## config.mk

```make
export PLATFORM = sky130hd
export DESIGN_NAME = vde_queue
export DESIGN_NICKNAME = d
export VERILOG_FILES = /design/src/rtl/vde_pkg.sv /design/src/rtl/vde_queue.sv
export SDC_FILE = /design/constraint.sdc
export NUM_CORES = 1
export LEC_CHECK = 0
export BUFFER_PORTS_ARGS = -buffer_cell sky130_fd_sc_hd__buf_2
export CAP_MARGIN = 20
export CORE_MARGIN = 5
export CORE_UTILIZATION = 52
export CTS_CLUSTER_DIAMETER = 60
export DETAILED_ROUTE_END_ITERATION = 8
export PLACE_DENSITY_LB_ADDON = 0.1
export SYNTH_ARGS = -nofsm -noshare
export SYNTH_HDL_FRONTEND = slang
export SYNTH_SLANG_ARGS = --single-unit
```

## constraint.sdc

```tcl
create_clock -name clock -period 7.3 [get_ports clock]
set_input_delay 0.73 -clock clock [delete_from_list [all_inputs] [get_ports clock]]
set_output_delay 0.73 -clock clock [all_outputs]
set_load 0.05 [all_outputs]
```

## src/rtl/vde_pkg.sv

```systemverilog
package vde_pkg;

   localparam int SUM_W = 48;
   localparam int ELEM_W = 16;

   localparam logic [1:0] METRIC_L2     = 2'd0;
   localparam logic [1:0] METRIC_COSINE = 2'd1;
   localparam logic [1:0] METRIC_INNER  = 2'd2;

   localparam logic signed [SUM_W-1:0] SUM_MAX = {1'b0, {(SUM_W-1){1'b1}}};
   localparam logic signed [SUM_W-1:0] SUM_MIN = {1'b1, {(SUM_W-1){1'b0}}};
   localparam logic signed [SUM_W-1:0] ONE_Q16 = 48'sd65536;

   // one finished row handed from front to back
   typedef struct packed {
      logic                    cosine;
      logic signed [SUM_W-1:0] main_sum;
      logic signed [SUM_W-1:0] qnorm;
      logic signed [SUM_W-1:0] cnorm;
   } row_type;

   // saturating 48 bit add of a term already within range
   function automatic logic signed [SUM_W-1:0] sat_add(
      input logic signed [SUM_W-1:0] a,
      input logic signed [SUM_W-1:0] b);
      logic signed [SUM_W:0] s;
      s = {a[SUM_W-1], a} + {b[SUM_W-1], b};
      if (s[SUM_W] != s[SUM_W-1])
         return s[SUM_W] ? SUM_MIN : SUM_MAX;
      return s[SUM_W-1:0];
   endfunction

endpackage

```

## src/rtl/vde_queue.sv

```systemverilog
module vde_queue
   import vde_pkg::*;
#(
   parameter int DEPTH = 2
)
(
   input  logic    clock,
   input  logic    reset,
   input  logic    wr_valid,
   output logic    wr_stall,
   input  row_type wr_data,
   output logic    rd_valid,
   input  logic    rd_stall,
   output row_type rd_data
);

   localparam int AW = (DEPTH > 1) ? $clog2(DEPTH) : 1;

   row_type         mem [DEPTH];
   logic [AW-1:0]   wp_ff, rp_ff;
   logic [AW:0]     cnt_ff;
   logic            wr, rd;

   assign wr_stall = (cnt_ff == (AW+1)'(DEPTH));
   assign rd_valid = (cnt_ff != '0);
   assign rd_data  = mem[rp_ff];
   assign wr       = wr_valid && !wr_stall;
   assign rd       = rd_valid && !rd_stall;

   always_ff @(posedge clock) begin
      if (wr) mem[wp_ff] <= wr_data;
   end

   // pointers wrap at depth
   always_ff @(posedge clock) begin
      if (reset) begin
         wp_ff  <= '0;
         rp_ff  <= '0;
         cnt_ff <= '0;
      end else begin
         if (wr) wp_ff <= (wp_ff == AW'(DEPTH-1)) ? '0 : wp_ff + 1'b1;
         if (rd) rp_ff <= (rp_ff == AW'(DEPTH-1)) ? '0 : rp_ff + 1'b1;
         cnt_ff <= cnt_ff + (AW+1)'(wr) - (AW+1)'(rd);
      end
   end

endmodule

```

==> qor.txt <==
Post-synth top cells -> edfxtp_1, mux2_2, mux2_4, buf_2, buf_6
syn nets -> 631
unrepaired setup endpoints after global routing -> false
GP Congestion -> 0.776
WL final -> 21.3 mm
CTS Root Cell -> clkbuf_16
Crit Path Class -> register to primary output
num ports -> 296
startpoint types -> register
asr flop ratio synth -> 0%
Setup TNS Final -> 0 ns
CTS tree -> yes
CTS Buf Count -> 28
number of global-route vias before repair -> 5926
max-cap violation count -> 0
detailed-route wire length per cell -> 19.4 um
number of fill cells -> 1478
HP Class -> primary input to register
via count -> 5491
initial DRC count -> 315
leak pwr -> 5.17 nW
Hold Startpoint -> wr_data[1]
ys flop type -> edfxtp_1
switch share -> 36.4%
largest buffer count on any clock path -> 3
Ys Warns -> 0
Pint -> 3.49 mW
Cells after Synth -> 480
library cells used by synthesis -> 19
Critical Path RT -> 6.57 ns
measured slew at the worst slew-check pin -> 1.05 ns
fin crit period -> 3.47 ns
dpl cell area -> 12600 um2
worst setup path endpoint -> rd_data[56]
largest net degree at the start of global routing -> 89
simple-gate share of the synthesized area -> 0.529%
Worst R2R Setup Slack -> 4.72 ns
Seq/Total Area, Yosys -> 80.9%
max-slew violation count -> 0
Post-CTS Hold Buffers -> 0
Via density -> 5.01
final setup fails -> 0
Final Skew -> 0.00865 ns
fraction of layout cells with a size suffix above 1 -> 59.5%
largest fanout on the critical path -> 66
Sink Count -> 295
power share of the clock group -> 24.5%
hpwl dp -> 14.7 mm
Post-synth EDFFs -> 290
Worst Reg-to-Reg Cells -> 6
Starting Density -> 52.3%
GR Util All Layers -> 17.1%
DP Worst Slack -> 3.79 ns
CP arrival -> 2.74 ns
Post-CTS Setup Inserts -> 0
Comb power frac -> 34.6%
mux cell area share after synthesis -> 16.7%
clk_lat worst skew -> 0.52 ns
Syn Area/Cell -> 22.7 um2
Max Freq -> 288 MHz
top cells by area, synth -> edfxtp_1, mux2_2, mux2_4
I/O Buffers -> 295
Hold Fails Final Rpt -> 0
worst setup margin -> 3.83 ns
CP endpoint kind -> primary output
Pwr Density -> 404 nW/um2
worst reg2reg startpoint -> cnt_ff[0]
sequential share of power -> 40.8%
Final Cell Area -> 13600 um2
status -> finished, final reports clean
post-route ant nets -> 0
FP Rows -> 53
Die ar. -> 23900 um2
DRC Markers -> 0
Yosys top cell area share -> 80.0%
Clock Pin Slew Worst Setup and Hold Paths -> 0.06 ns
Net Switching -> 2.00 mW
Placeable Area -> 20800 um2
DIE HEIGHT -> 155 um
post-CTS sizing -> 0
main combinational cell family by area after synthesis -> multiplexers
first-pass GRT wire length -> 31.7 mm
total iterations of the first detailed-routing run -> 4
Adder-Cell Fraction of Synth Area -> 0.230%
R2R Path End -> mem[0][45]
grt ovf -> 0
post-synthesis register bit count -> 295
H-tree depth -> 1
fin crit share -> 47.5%
post-synthesis compound-gate area fraction -> 0.230%
initial antenna violation count -> 8
area grow syn2layout -> 24.6%
slew margin rel. -> 30.3%
die width -> 155 um
Final nets -> 946
Post-Synth XOR/XNOR Area -> 0.0804%
most common cell in the netlist -> edfxtp_1
synthesized cell area -> 10900 um2
IR drop worst, VDD -> 0.232 mV
post-synth top area cell -> edfxtp_1
==> state kept, by name, summed over array words and instances (netlist names), named ones only <==
register,cells
wp_ff,1
rp_ff,1
mem,290
cnt_ff,2
==> metal layers <==
metal | vias to the layer above | GRT usage (%) | share of wire, %
li1 | 2543 | - | -
met1 | 2675 | 20.7 | 38
met3 | 44 | 5.54 | 9.3
met5 | - | 0 | 0.26
met2 | 221 | 28.7 | 50
met4 | 8 | 6.39 | 2.9
==> critical path, cell delays in order (launching register included) <==
cell and delay, ns:
dfxtp_4 0.64, buf_4 0.85, mux2_2 0.42, buf_2 0.21
==> cells by family after synthesis <==
family,Yosys count
muxes,145
DFF,295
AOI/OAI and AO/OA,5
buffers and inverters,21
and+or+nand+nor,11
xor gates and xnor gates,1
adders and majority gates,2
==> worst min-delay path by stage <==
stage,end,slack [ns],cells past startpoint
2_1_floorplan,wp_ff,0.45,2
3_3_place_gp,wp_ff,0.47,2
3_5_place_dp,wp_ff,0.49,2
4_1_cts,mem[1][72],0.38,1
5_1_grt,mem[1][7],0.38,1
6_report,mem[1][1],0.40,1
==> final cells by class <==
class	count	area (um2)	area share, %
diodes	4	10.0	0.0738
inverters	5	23.8	0.175
repair buffers	301	1560	11.5
clock inverters	10	71.3	0.526
clock buffers	42	805	5.93
well taps	275	344	2.54
multi-input cells	164	1940	14.3
flip-flops and latches	295	8810	64.9
==> power by group through the flow <==
stage               registers, mW  clock network [mW]  logic [mW]
detailed placement           2.32                   0        1.86
global placement             2.30                   0        1.85
CTS                          2.28                1.38        1.87
floorplan                    2.27                   0        1.54
global route                 2.26                1.47        1.99
finish                       2.24                1.35        1.90
==> cell usage in the layout (no fill, tap or decap), types with 4 or more instances in the layout <==
| cell type | n |
|---|---|
| dfxtp_1 | 4 |
| mux2_2 | 95 |
| mux2_4 | 50 |
| clkbuf_1 | 10 |
| buf_2 | 295 |
| inv_1 | 4 |
| clkbuf_16 | 29 |
| edfxtp_1 | 290 |
| clkinv_1 | 5 |
| diode_2 | 4 |
| buf_4 | 4 |
==> stage by stage <==
stage                     hold WS, ns  power [mW]  util [%]  instances
after floorplan                 0.452        3.80         -        480
after global placement          0.471        4.15      60.6       1038
after detailed placement        0.489        4.18      60.6       1038
after CTS                       0.376        5.54      64.9       1090
after global routing            0.376        5.71      65.2       1096
final                           0.402        5.49      65.2       1096
Power figures use the tool's default switching activity.
