### config.mk
export PLATFORM = sky130hd
export DESIGN_NAME = vde_front
export DESIGN_NICKNAME = d
export VERILOG_FILES = /design/src/rtl/vde_pkg.sv /design/src/rtl/vde_front.sv
export SDC_FILE = /design/constraint.sdc
export NUM_CORES = 2
export LEC_CHECK = 0
export ABC_AREA = 1
export ABC_CLOCK_PERIOD_IN_PS = 13720
export BUFFER_PORTS_ARGS = -buffer_cell sky130_fd_sc_hd__buf_2
export CORE_MARGIN = 5
export CORE_UTILIZATION = 30
export DETAILED_ROUTE_END_ITERATION = 6
export HOLD_SLACK_MARGIN = 0.06
export PLACE_DENSITY_LB_ADDON = 0.3
export SLEW_MARGIN = 40
export SYNTH_ARGS = -nofsm -noshare
export SYNTH_HDL_FRONTEND = slang
export SYNTH_SLANG_ARGS = --single-unit
### constraint.sdc
create_clock -name clock -period 13.72 [get_ports clock]
set_input_delay 2.744 -clock clock [delete_from_list [all_inputs] [get_ports clock]]
set_output_delay 2.744 -clock clock [all_outputs]
set_load 0.05 [all_outputs]
### src/rtl/vde_pkg.sv
package vde_pkg;

   localparam int SUM_W = 48;
   localparam int ELEM_W = 16;

   localparam logic [1:0] METRIC_L2     = 2'd0;
   localparam logic [1:0] METRIC_COSINE = 2'd1;
   localparam logic [1:0] METRIC_INNER  = 2'd2;

   localparam logic signed [SUM_W-1:0] SUM_MAX = {1'b0, {(SUM_W-1){1'b1}}};
   localparam logic signed [SUM_W-1:0] SUM_MIN = {1'b1, {(SUM_W-1){1'b0}}};
   localparam logic signed [SUM_W-1:0] ONE_Q16 = 48'sd65536;

   // one finished row handed from front to back
   typedef struct packed {
      logic                    cosine;
      logic signed [SUM_W-1:0] main_sum;
      logic signed [SUM_W-1:0] qnorm;
      logic signed [SUM_W-1:0] cnorm;
   } row_type;

   // saturating 48 bit add of a term already within range
   function automatic logic signed [SUM_W-1:0] sat_add(
      input logic signed [SUM_W-1:0] a,
      input logic signed [SUM_W-1:0] b);
      logic signed [SUM_W:0] s;
      s = {a[SUM_W-1], a} + {b[SUM_W-1], b};
      if (s[SUM_W] != s[SUM_W-1])
         return s[SUM_W] ? SUM_MIN : SUM_MAX;
      return s[SUM_W-1:0];
   endfunction

endpackage

### src/rtl/vde_front.sv
module vde_front
   import vde_pkg::*;
(
   input  logic                     clock,
   input  logic                     reset,
   input  logic [1:0]               metric,
   input  logic                     in_valid,
   output logic                     in_stall,
   input  logic signed [ELEM_W-1:0] qe,
   input  logic signed [ELEM_W-1:0] ce,
   input  logic                     last,
   output logic                     row_valid,
   input  logic                     row_stall,
   output row_type                  row
);

   // element stage registers: squares and product
   logic                    s1_valid_ff, s1_valid_in;
   logic                    s1_last_ff;
   logic                    s1_cos_ff;
   logic signed [SUM_W-1:0] s1_main_ff, s1_q_ff, s1_c_ff;
   logic signed [SUM_W-1:0] acc_main_ff, acc_q_ff, acc_c_ff;
   logic signed [SUM_W-1:0] nm, nq, nc;
   logic signed [ELEM_W:0]  diff;
   logic                    row_valid_ff;
   row_type                 row_ff;
   logic                    adv;

   // a product beat can only move when the row slot is free
   assign adv       = !(row_valid_ff && row_stall);
   assign in_stall  = !adv;
   assign row_valid = row_valid_ff;
   assign row       = row_ff;
   assign diff      = {qe[ELEM_W-1], qe} - {ce[ELEM_W-1], ce};
   assign s1_valid_in = in_valid && adv;

   always_ff @(posedge clock) begin
      if (adv) begin
         s1_last_ff <= last;
         s1_cos_ff  <= (metric == METRIC_COSINE);
         if ((metric == METRIC_COSINE) || (metric == METRIC_INNER))
            s1_main_ff <= SUM_W'(qe * ce);
         else
            s1_main_ff <= SUM_W'(diff * diff);
         s1_q_ff <= SUM_W'(qe * qe);
         s1_c_ff <= SUM_W'(ce * ce);
      end
   end

   // accumulate and hand off at row end
   always_comb begin
      nm = sat_add(acc_main_ff, s1_main_ff);
      nq = sat_add(acc_q_ff, s1_q_ff);
      nc = sat_add(acc_c_ff, s1_c_ff);
   end

   always_ff @(posedge clock) begin
      if (reset) begin
         s1_valid_ff  <= 1'b0;
         row_valid_ff <= 1'b0;
         acc_main_ff  <= '0;
         acc_q_ff     <= '0;
         acc_c_ff     <= '0;
      end else begin
         if (adv) s1_valid_ff <= s1_valid_in;
         row_valid_ff <= (s1_valid_ff && adv && s1_last_ff) || (row_valid_ff && row_stall);
         if (s1_valid_ff && adv) begin
            if (s1_last_ff) begin
               acc_main_ff  <= '0;
               acc_q_ff     <= '0;
               acc_c_ff     <= '0;
               row_ff.main_sum <= nm;
               row_ff.qnorm    <= nq;
               row_ff.cnorm    <= nc;
               row_ff.cosine   <= s1_cos_ff;
            end else begin
               acc_main_ff <= nm;
               acc_q_ff    <= nq;
               acc_c_ff    <= nc;
            end
         end
      end
   end

endmodule

==> impl_summary.log <==
INFO  metric status = complete, but fails checks
INFO  metric violations_in_the_final_reports = design-rule violations
INFO  metric floorplan.rows = between 150 and 200
INFO  metric crit_path_end_kind = flip-flop
INFO  metric synth_enable_flop_cells = 243
INFO  metric tightest_slew = 0.858 ns
INFO  metric yosys_register_bits = 389
INFO  metric final.fill_count = 22900
INFO  metric synthesis.instances = 8237
INFO  metric synth-main-ff-cell = sky130_fd_sc_hd__edfxtp_1
INFO  metric post-synth-top-area-cell = sky130_fd_sc_hd__fa_1
INFO  metric final_worst_clock_skew = 0.0401 ns
INFO  metric ys_top_cells_by_count = sky130_fd_sc_hd__nand2_1 (2011), sky130_fd_sc_hd__inv_1 (1995), sky130_fd_sc_hd__fa_1 (1011), sky130_fd_sc_hd__ha_1 (518), sky130_fd_sc_hd__nor2_1 (489)
INFO  metric globalplace.congestion = 0.928
INFO  metric timing.critical_path.from_type = input pin
INFO  metric slowest_stage = sky130_fd_sc_hd__fa_1
INFO  metric synth_nets = between 9000 and 10000
INFO  metric clk_latency = 0.63 ns
INFO  metric resized_cells_post_cts = 0
INFO  metric yosysSeqAreaShare = 15.8%
INFO  metric maxClockFrequency = a little over 90 MHz
INFO  metric ctsHtreeMaxLevel = 2
INFO  metric synth_warnings = 0
INFO  metric worstRegToRegCells = 14
INFO  metric flow.area_growth_from_synthesis = 8.85%
INFO  metric tns = 0 ns
INFO  metric cts.sink_count = 389
INFO  metric slew_margin_rel = 42.8%
INFO  metric number_of_global_route_vias_before_repair = 54600
INFO  metric place.detailed.hpwl = between 150 and 200 mm
INFO  metric remaining_drc_errors = 1
INFO  metric post_dp_cell_area = approximately 69000 um2
INFO  metric routed_wirelength = 199 mm
INFO  metric initial_standard_cell_utilization_of_the_core = 30.1%
INFO  metric timing.critical_path.mode_cell = sky130_fd_sc_hd__fa_1
INFO  metric slew_viol_final = 0
INFO  metric vias_per_inst = 4.64
INFO  metric hold_depth = 0
INFO  metric finish.net_count = 9898
INFO  metric placement.io_buffers = about 190
INFO  metric synth.cell_area = 64700 um2
INFO  metric netlist-cell-type-count = 56
INFO  metric critPathMaxStageDelay = 0.53 ns
INFO  metric grt_setup_unrepaired = no
INFO  metric synthDominantCellAreaShare = a little under a third
INFO  metric critPathMaxFanout = 32
INFO  metric syn_area_per_cell = a little under 8 um2
INFO  metric async_flop_share = 0%
INFO  metric detail_route.iter0.violations = ~3400
INFO  metric worst_hold_path_type = reg -> reg
INFO  metric cts-root-buf = sky130_fd_sc_hd__clkbuf_16
INFO  metric cts_hold_buf = 0
INFO  metric antenna_violating_nets_post_route = 0
INFO  metric final_critical_path_setup_slack = 2.78 ns
INFO  metric dieArea = 225000 um2
INFO  metric synth.area.top_cells = sky130_fd_sc_hd__fa_1 (31%), sky130_fd_sc_hd__nand2_1 (12%), sky130_fd_sc_hd__inv_1 (12%)
INFO  metric clock_tree_from_tritoncts = yes
INFO  metric drtPass1Iterations = 7
INFO  metric via_count = 52000
INFO  metric wire_per_inst = 17.7 um
INFO  metric type_of_the_setup_path_with_the_least_slack = in -> reg
INFO  metric setup_fix_buffers_added_after_clock_tree_synthesis = 0
INFO  metric finalSetupViolCount = 0
INFO  metric core_area = 215000 um2
INFO  metric pre_cts_slack = 2.16 ns
INFO  metric max_cap_viol_count = 0
INFO  metric layout_cell_share_with_drive_strength_beyond_1 = around 7%
INFO  metric grt_pass1_wl = 311 mm
INFO  metric io_pins = 186
INFO  metric final_hold_viol_count = 0
INFO  metric grtUsageTotal = between 10% and 20%
INFO  metric yosysMostFrequentCell = sky130_fd_sc_hd__nand2_1
INFO  metric pin_count_of_the_biggest_net_entering_global_routing = 85
INFO  metric period_minus_slack = 10.94 ns
INFO  metric grt_overflow_total = 0
INFO  metric fin_area = a little over 70000 um2
INFO  metric clockBufferDepth = 3
INFO  metric worstPathArrival = about 11 ns
INFO  metric initial_antenna_violation_count = 30
INFO  metric die_x = 474 um
INFO  metric post-route-period-util = 79.7%
INFO  metric cts_inserted_buffers = 46
INFO  metric worst-endpoint-required = roughly 14 ns
INFO  metric dieHeight = 474 um
INFO  metric clk_pin_slew_worst_paths = 0.06 ns
-- logic make-up after synthesis --
kind of cell,count (synthesis),synth area share [%]
flip-flops,389,15.8
AO/OA/AOI/OAI,857,7.55
XOR/XNOR,212,2.87
AND/OR/NAND/NOR,3035,19.3
buffers and inverters,2215,13.1
adder cells (fa/ha/maj),1529,41.3
-- worst paths after layout --
path	from	end	slack (ns)
max	qe[0]	s1_main_ff[23]	2.78
min	s1_cos_ff	row[144]	0.42
max reg2reg	s1_q_ff[31]	acc_q_ff[37]	9.66
min reg2reg	s1_cos_ff	row[144]	0.42
-- metal layers --
layer / wire [um] / vias up / track usage (%)
met5: 120 / - / 0
met4: 6340 / 20 / 5.12
met3: 10500 / 287 / 2.37
met2: 93500 / 1269 / 30.0
met1: 88500 / 25400 / 23.5
li1: - / 25000 / -
-- state kept, by name (all words and copies together), names as in the netlist, 31 cells and up --
| name | count |
|---|---|
| row | 145 |
| s1_c_ff | 31 |
| acc_q_ff | 48 |
| s1_main_ff | 34 |
| acc_main_ff | 48 |
| acc_c_ff | 48 |
| s1_q_ff | 31 |
-- metrics by stage --
| stage | util, % | hold slack (ns) | instances |
|---|---|---|---|
| floorplan | - | 0.400 | 8237 |
| global placement | 32.0 | 0.417 | 11100 |
| detailed placement | 32.1 | 0.425 | 11100 |
| CTS | 32.7 | 0.426 | 11200 |
| global route | 32.8 | 0.435 | 11200 |
| finish | 32.8 | 0.424 | 11200 |
-- cell usage in the layout (no fill, tap or decap), types with 11 or more instances in the layout --
cell type | synthesis | final
sky130_fd_sc_hd__a31oi_1 | 18 | 18
sky130_fd_sc_hd__xor2_1 | 110 | 107
sky130_fd_sc_hd__o21ai_0 | 174 | 173
sky130_fd_sc_hd__or2_2 | 15 | 15
sky130_fd_sc_hd__nand2_2 | 128 | 128
sky130_fd_sc_hd__buf_2 | 20 | 182
sky130_fd_sc_hd__a21oi_1 | 470 | 470
sky130_fd_sc_hd__a21o_1 | 33 | 33
sky130_fd_sc_hd__nor2_2 | 18 | 19
sky130_fd_sc_hd__nand3_1 | 196 | 196
sky130_fd_sc_hd__buf_4 | 4 | 53
sky130_fd_sc_hd__o21ai_2 | 41 | 41
sky130_fd_sc_hd__nor3_1 | 57 | 57
sky130_fd_sc_hd__a21oi_2 | 12 | 12
sky130_fd_sc_hd__edfxtp_1 | 243 | 243
sky130_fd_sc_hd__nand2_1 | 2011 | 2009
sky130_fd_sc_hd__inv_2 | 15 | 16
sky130_fd_sc_hd__clkbuf_16 | 0 | 46
sky130_fd_sc_hd__fa_1 | 1011 | 1011
sky130_fd_sc_hd__nor2_1 | 489 | 485
sky130_fd_sc_hd__xnor2_1 | 102 | 102
sky130_fd_sc_hd__nand4_1 | 84 | 84
sky130_fd_sc_hd__dfxtp_1 | 146 | 146
sky130_fd_sc_hd__ha_1 | 518 | 515
sky130_fd_sc_hd__inv_1 | 1995 | 1994
sky130_fd_sc_hd__clkbuf_1 | 154 | 11
sky130_fd_sc_hd__o21bai_1 | 61 | 61
-- worst max-delay path, delay by kind of cell --
family | cells | cell delay (ns)
and+or+nand+nor | 11 | 1.68
adders and majority gates | 9 | 3.97
buffers and inverters | 9 | 1.52
AOI/OAI and AO/OA | 6 | 1.28
-- final cells by class --
| class | count | area, um2 | area share (%) |
|---|---|---|---|
| antenna | 10 | 25.0 | 0.0355 |
| clock buffer | 60 | 1230 | 1.75 |
| clock inverter | 26 | 253 | 0.359 |
| inverter | 2014 | 7560 | 10.7 |
| multi-input combinational | 5633 | 46100 | 65.4 |
| sequential | 389 | 10200 | 14.5 |
| tap | 2838 | 3550 | 5.04 |
| timing repair buffer | 246 | 1480 | 2.11 |
Power is not shown: default switching activity piles up to over one toggle a cycle in this logic, so the estimate is an artifact.
