$ cat src/rtl/vde_pkg.sv
package vde_pkg;

   localparam int SUM_W = 48;
   localparam int ELEM_W = 16;

   localparam logic [1:0] METRIC_L2     = 2'd0;
   localparam logic [1:0] METRIC_COSINE = 2'd1;
   localparam logic [1:0] METRIC_INNER  = 2'd2;

   localparam logic signed [SUM_W-1:0] SUM_MAX = {1'b0, {(SUM_W-1){1'b1}}};
   localparam logic signed [SUM_W-1:0] SUM_MIN = {1'b1, {(SUM_W-1){1'b0}}};
   localparam logic signed [SUM_W-1:0] ONE_Q16 = 48'sd65536;

   // one finished row handed from front to back
   typedef struct packed {
      logic                    cosine;
      logic signed [SUM_W-1:0] main_sum;
      logic signed [SUM_W-1:0] qnorm;
      logic signed [SUM_W-1:0] cnorm;
   } row_type;

   // saturating 48 bit add of a term already within range
   function automatic logic signed [SUM_W-1:0] sat_add(
      input logic signed [SUM_W-1:0] a,
      input logic signed [SUM_W-1:0] b);
      logic signed [SUM_W:0] s;
      s = {a[SUM_W-1], a} + {b[SUM_W-1], b};
      if (s[SUM_W] != s[SUM_W-1])
         return s[SUM_W] ? SUM_MIN : SUM_MAX;
      return s[SUM_W-1:0];
   endfunction

endpackage

$ cat src/rtl/vde_back.sv
module vde_back
   import vde_pkg::*;
(
   input  logic                    clock,
   input  logic                    reset,
   input  logic                    row_valid,
   output logic                    row_stall,
   input  row_type                 row,
   output logic                    out_valid,
   input  logic                    out_stall,
   output logic signed [SUM_W-1:0] out_dist
);

   localparam logic [2:0] ST_IDLE = 3'd0;
   localparam logic [2:0] ST_MUL  = 3'd1;
   localparam logic [2:0] ST_SQRT = 3'd2;
   localparam logic [2:0] ST_DIV  = 3'd3;
   localparam logic [2:0] ST_FIN  = 3'd4;
   localparam logic [2:0] ST_OUT  = 3'd5;

   // largest quotients whose offset result stays in range
   localparam logic [48:0] Q_POS_LIMIT = 49'(SUM_MAX - ONE_Q16);
   localparam logic [48:0] Q_NEG_LIMIT = 49'(SUM_MAX) + 49'(ONE_Q16) + 49'd1;

   logic [2:0]              st_ff;
   logic [6:0]              cnt_ff;
   logic [95:0]             prod_ff;
   logic [1:0]              mp_ff;
   logic [47:0]             qn_ff, cn_ff;
   logic [97:0]             rem_ff;
   logic [47:0]             root_ff;
   logic [63:0]             num_ff;
   logic [48:0]             drem_ff;
   logic [63:0]             quo_ff;
   logic                    neg_ff;
   logic signed [SUM_W-1:0] dist_ff;
   logic [97:0]             trial;
   logic [97:0]             rem_sh;
   logic [48:0]             dsh;
   logic [23:0]             qpart;
   logic [48:0]             q49;

   assign row_stall = (st_ff != ST_IDLE);
   assign out_valid = (st_ff == ST_OUT);
   assign out_dist  = dist_ff;

   // sqrt: restoring, two bits of radicand per step
   always_comb begin
      rem_sh = {rem_ff[95:0], prod_ff[95:94]};
      trial  = {48'd0, root_ff, 2'b01};
   end
   assign dsh = {drem_ff[47:0], num_ff[63]};
   // partial multiply operand: 24 bit slice of candidate norm
   assign qpart = mp_ff[0] ? cn_ff[47:24] : cn_ff[23:0];
   assign q49 = (quo_ff > 64'h1_0000_0000_0000) ? 49'h1_0000_0000_0000 : quo_ff[48:0];

   always_ff @(posedge clock) begin
      if (reset) begin
         st_ff <= ST_IDLE;
      end else begin
         case (st_ff)
            ST_IDLE: begin
               if (row_valid) begin
                  neg_ff  <= row.main_sum[SUM_W-1];
                  num_ff  <= {(row.main_sum[SUM_W-1] ? 48'(-row.main_sum)
                                                      : 48'(row.main_sum)), 16'd0};
                  qn_ff   <= row.qnorm;
                  cn_ff   <= row.cnorm;
                  prod_ff <= '0;
                  mp_ff   <= '0;
                  if (!row.cosine) begin
                     dist_ff <= row.main_sum;
                     st_ff   <= ST_OUT;
                  end else if (row.qnorm[SUM_W-1] || row.qnorm == '0 ||
                               row.cnorm[SUM_W-1] || row.cnorm == '0) begin
                     dist_ff <= ONE_Q16;
                     st_ff   <= ST_OUT;
                  end else begin
                     st_ff <= ST_MUL;
                  end
               end
            end
            // 48x24 partial products, low slice then high slice
            ST_MUL: begin
               if (mp_ff[0]) begin
                  prod_ff <= prod_ff + ({24'd0, 72'(qn_ff * qpart)} << 24);
                  rem_ff  <= '0;
                  root_ff <= '0;
                  cnt_ff  <= '0;
                  st_ff   <= ST_SQRT;
               end else begin
                  prod_ff <= 96'(qn_ff * qpart);
               end
               mp_ff <= mp_ff + 2'd1;
            end
            ST_SQRT: begin
               prod_ff <= {prod_ff[93:0], 2'b00};
               if (rem_sh >= trial) begin
                  rem_ff  <= rem_sh - trial;
                  root_ff <= {root_ff[46:0], 1'b1};
               end else begin
                  rem_ff  <= rem_sh;
                  root_ff <= {root_ff[46:0], 1'b0};
               end
               if (cnt_ff == 7'd47) begin
                  st_ff  <= ST_DIV;
                  cnt_ff <= '0;
                  drem_ff <= '0;
               end else begin
                  cnt_ff <= cnt_ff + 7'd1;
               end
            end
            // restoring divide, one quotient bit per cycle
            ST_DIV: begin
               if (cnt_ff == 7'd0 && root_ff == '0) begin
                  dist_ff <= ONE_Q16;
                  st_ff   <= ST_OUT;
               end else begin
                  num_ff <= {num_ff[62:0], 1'b0};
                  if (dsh >= {1'b0, root_ff}) begin
                     drem_ff <= dsh - {1'b0, root_ff};
                     quo_ff  <= {quo_ff[62:0], 1'b1};
                  end else begin
                     drem_ff <= dsh;
                     quo_ff  <= {quo_ff[62:0], 1'b0};
                  end
                  if (cnt_ff == 7'd63) st_ff <= ST_FIN;
                  cnt_ff <= cnt_ff + 7'd1;
               end
            end
            // offset from one, clamped to the sum range
            ST_FIN: begin
               if (neg_ff)
                  dist_ff <= (q49 > Q_POS_LIMIT) ? SUM_MAX : ONE_Q16 + SUM_W'(q49);
               else
                  dist_ff <= (q49 > Q_NEG_LIMIT) ? SUM_MIN : ONE_Q16 - SUM_W'(q49);
               st_ff <= ST_OUT;
            end
            ST_OUT: begin
               if (!out_stall) st_ff <= ST_IDLE;
            end
            default: st_ff <= ST_IDLE;
         endcase
      end
   end

endmodule

$ cat config.mk
export PLATFORM = sky130hd
export DESIGN_NAME = vde_back
export DESIGN_NICKNAME = d
export VERILOG_FILES = /design/src/rtl/vde_pkg.sv /design/src/rtl/vde_back.sv
export SDC_FILE = /design/constraint.sdc
export NUM_CORES = 2
export LEC_CHECK = 0
export BUFFER_PORTS_ARGS = -buffer_cell sky130_fd_sc_hd__buf_2
export CELL_PAD_IN_SITES_DETAIL_PLACEMENT = 0
export CELL_PAD_IN_SITES_GLOBAL_PLACEMENT = 1
export CORE_MARGIN = 5
export CORE_UTILIZATION = 51
export DETAILED_ROUTE_END_ITERATION = 7
export PLACE_DENSITY_LB_ADDON = 0.08
export SYNTH_ARGS = -nofsm -noshare
export SYNTH_HDL_FRONTEND = slang
export SYNTH_SLANG_ARGS = --single-unit
export TNS_END_PERCENT = 10
$ cat constraint.sdc
create_clock -name clock -period 21.7 [get_ports clock]
set_input_delay 4.34 -clock clock [delete_from_list [all_inputs] [get_ports clock]]
set_output_delay 4.34 -clock clock [all_outputs]
set_load 0.1 [all_outputs]
==> results.md <==
* Number of max-cap violations at 0
* Vias in the first global route at 57700
* Sequential area share after synthesis at 23.0%
* DIE AREA at 150000 um2
* Fill cell count at 13100
* Fin crit share at 58.8%
* Post-Synthesis Cells at 7910
* Hold Path Origin: quo_ff[55]
* Fin Setup TNS at 0 ns
* First-pass GRT wire length at 343000 um
* Total Routed Length at 221000 um
* Slowest library cell on the worst path: mux2_2
* CTS Buf Count at 70
* Max Clock Skew at 0.0392 ns
* CTS H-tree depth at 3
* Post-DR wirelength/cell at 22.5 um
* Clock slew seen by the registers of the worst setup and hold paths at 0.06 ns
* Min-Delay Path Depth at 0
* Num Clock Sinks at 556
* Die Span Y at 387 um
* Crit path launch type: flop
* Post-CTS Hold Buffers at 0
* Crit path time final at 12.76 ns
* Initial antenna violation count at 14
* PostCTS Resize Cnt at 0
* CP required at 22.07 ns
* Starting Density at 51.2%
* Area grow syn2layout at 6.83%
* Cell variety after synth at 88
* CP delay by family, top: compound AO/OA/AOI/OAI gates
* CP peak stage delay at 1.15 ns
* Die width at 387 um
* Max-slew violations at 0
* R2R setup slack at 8.94 ns
* Reg2reg path depth at 37
* Syn avg cell area at 9.16 um2
* CTS tree: done
* Gpl congestion at 0.933
* DR vias at 56700
* Hold endpoint: quo_ff[56]
* Root Buffer: clkbuf_16
* I/O Buffers at 198
* Critical path type: flop to flop
* Largest cells by area after synthesis: fa_1 (28%), edfxtp_1 (23%), ha_1 (6.6%), inv_1 (6.4%), nand2_1 (5.6%)
* WP data arrival at 13.13 ns
* Yosys top cell area share at 28.0%
* Routed Antenna Nets at 0
* Slew HR at 8.09%
* Post-DP HPWL at 166000 um
* Final setup violation count at 0
* Vias per std cell at 5.78
* Worst skew pair latency at 0.69 ns
* Floorplan row count at 138
* DR iter-0 viols at 4787
* RSZ-0062 raised after global routing: false
* CP Buf/Inv Count at 5
* Final hold violation count at 0
* Synth warn at 0
* Router iterations before antenna repair at 6
* Area leader, netlist: fa_1
* Slew @ Worst Pin at 1.38 ns
* Synth Cell Area at 72400 um2
* Number of top-level pins at 199
* Clk buf depth at 3
* Synthesized flop and latch total at 556
* Post-CTS Setup Inserts at 0
* Largest net degree at the start of global routing at 93
* CP max FO at 48
* Layout cells sized above 1 at 6.25%
* Worst setup EP type: flop
* Outcome: finished, final reports clean
* Nets at 9406
* Gr usage total at 29.2%
* Critical R2R Capture: prod_ff[95]
* Dominant synthesized flop cell: edfxtp_1
* Core region area at 141000 um2
* Post-synth EDFFs at 553
* Congestion Overflow GR at 0
* Achievable Freq at 0.0783 GHz
* Critical path's most frequent cell: fa_1
* Syn_nets at 9453
* Reg2reg start: mp_ff[0]
* DRC at 0
* Hold Path Class: flop to flop
* Ys async rst share at 0%
==> state kept, by name (all words and copies together) (netlist names), 7 cells and up <==
name / flops
cnt_ff: 7
prod_ff: 96
out_dist: 48
root_ff: 48
qn_ff: 48
rem_ff: 96
cn_ff: 48
quo_ff: 64
num_ff: 48
drem_ff: 48
==> per-stage QoR <==
stage / cell area [um2] / cells / utilization [%] / hold slack (ns) / setup slack, ns
2_1_floorplan: 72400 / 7910 / - / 0.424 / 3.96
3_3_place_gp: 75100 / 9681 / 53.1 / 0.434 / 9.30
3_5_place_dp: 75100 / 9681 / 53.1 / 0.440 / 9.13
4_1_cts: 77400 / 9806 / 54.7 / 0.455 / 9.05
5_1_grt: 77400 / 9813 / 54.7 / 0.461 / 8.32
6_report: 77400 / 9817 / 54.7 / 0.452 / 8.94
==> cells in the mapped netlist (31+ instances only) <==
master and count:
a31oi_1 51, nand4_1 87, nor2b_1 176, fa_1 1012, nor4_1 77, o21bai_1 52
xnor2_1 185, ha_1 382, clkbuf_1 384, a211oi_1 39, edfxtp_1 553, nor2_1 424
o31ai_1 39, a221o_1 37, nor3_1 78, inv_1 1233, a21o_1 166, nand3_1 86
nand2b_1 43, mux2i_1 57, and3_1 37, xor2_1 168, nand2_1 1080, o21ai_0 273
or3_1 32, o21a_1 31, a21oi_1 415, and2_1 373
==> worst register-to-register path, delay by kind of cell, from the launching register on <==
| kind | cells | cell delay, ns |
|---|---|---|
| buf+inv | 5 | 0.83 |
| mux | 1 | 1.20 |
| flops | 1 | 0.32 |
| simple gates | 2 | 0.44 |
| compound gates | 18 | 4.56 |
| fa+ha+maj | 9 | 4.40 |
| xor+xnor | 2 | 0.72 |
==> metal layers <==
metal	part of all wire (%)	vias to the layer above	track usage, %
met1	44	28800	42.4
li1	-	25700	-
met4	3.1	2	8.19
met2	45	1959	45.7
met3	7.1	365	4.82
met5	0.0059	-	0
==> worst max-delay path by stage <==
stage | startpoint | cells after the start | slack, ns | endpoint
floorplan | reset | 3 | 3.96 | prod_ff[0]
global placement | mp_ff[0] | 40 | 9.30 | prod_ff[95]
detailed placement | mp_ff[0] | 40 | 9.13 | prod_ff[95]
CTS | mp_ff[0] | 37 | 9.05 | prod_ff[95]
global route | mp_ff[0] | 37 | 8.32 | prod_ff[95]
finish | mp_ff[0] | 37 | 8.94 | prod_ff[95]
==> area by class of cell <==
| class | instances | area (um2) | share of cell area (%) |
|---|---|---|---|
| clock inverter | 44 | 454 | 0.587 |
| sequential | 556 | 16700 | 21.5 |
| tap | 1890 | 2360 | 3.06 |
| multi-input combinational | 5699 | 49700 | 64.2 |
| clock buffer | 81 | 1810 | 2.34 |
| timing repair buffer | 301 | 1760 | 2.28 |
| inverter | 1235 | 4640 | 5.99 |
| antenna | 11 | 27.5 | 0.0356 |
==> cells by family (layout without fill, tap and decap cells) <==
kind of cell	Yosys count	in the layout	synth area share, %
compound gates	1297	1297	11.4
xor+xnor	354	354	4.30
fa+ha+maj	1394	1394	34.6
buf+inv	1655	1661	8.66
flops	556	556	23.0
mux	78	78	1.11
other cells	0	11	0
simple gates	2576	2576	17.0
==> placed cells by master (no fill, tap or decap), types with 52 or more instances in the layout <==
| master | n |
|---|---|
| xnor2_1 | 185 |
| and2_1 | 372 |
| edfxtp_1 | 553 |
| a21o_1 | 166 |
| o21ai_0 | 273 |
| ha_1 | 382 |
| nor4_1 | 73 |
| nand2_1 | 1078 |
| nor2_1 | 421 |
| o21bai_1 | 52 |
| mux2i_1 | 54 |
| a21oi_1 | 414 |
| buf_2 | 198 |
| xor2_1 | 168 |
| buf_4 | 103 |
| clkbuf_16 | 71 |
| nand4_1 | 87 |
| nor3_1 | 76 |
| fa_1 | 1012 |
| inv_1 | 1233 |
| nand3_1 | 86 |
| nor2b_1 | 176 |
Power is not shown: default switching activity piles up to over one toggle a cycle in this logic, so the estimate is an artifact.
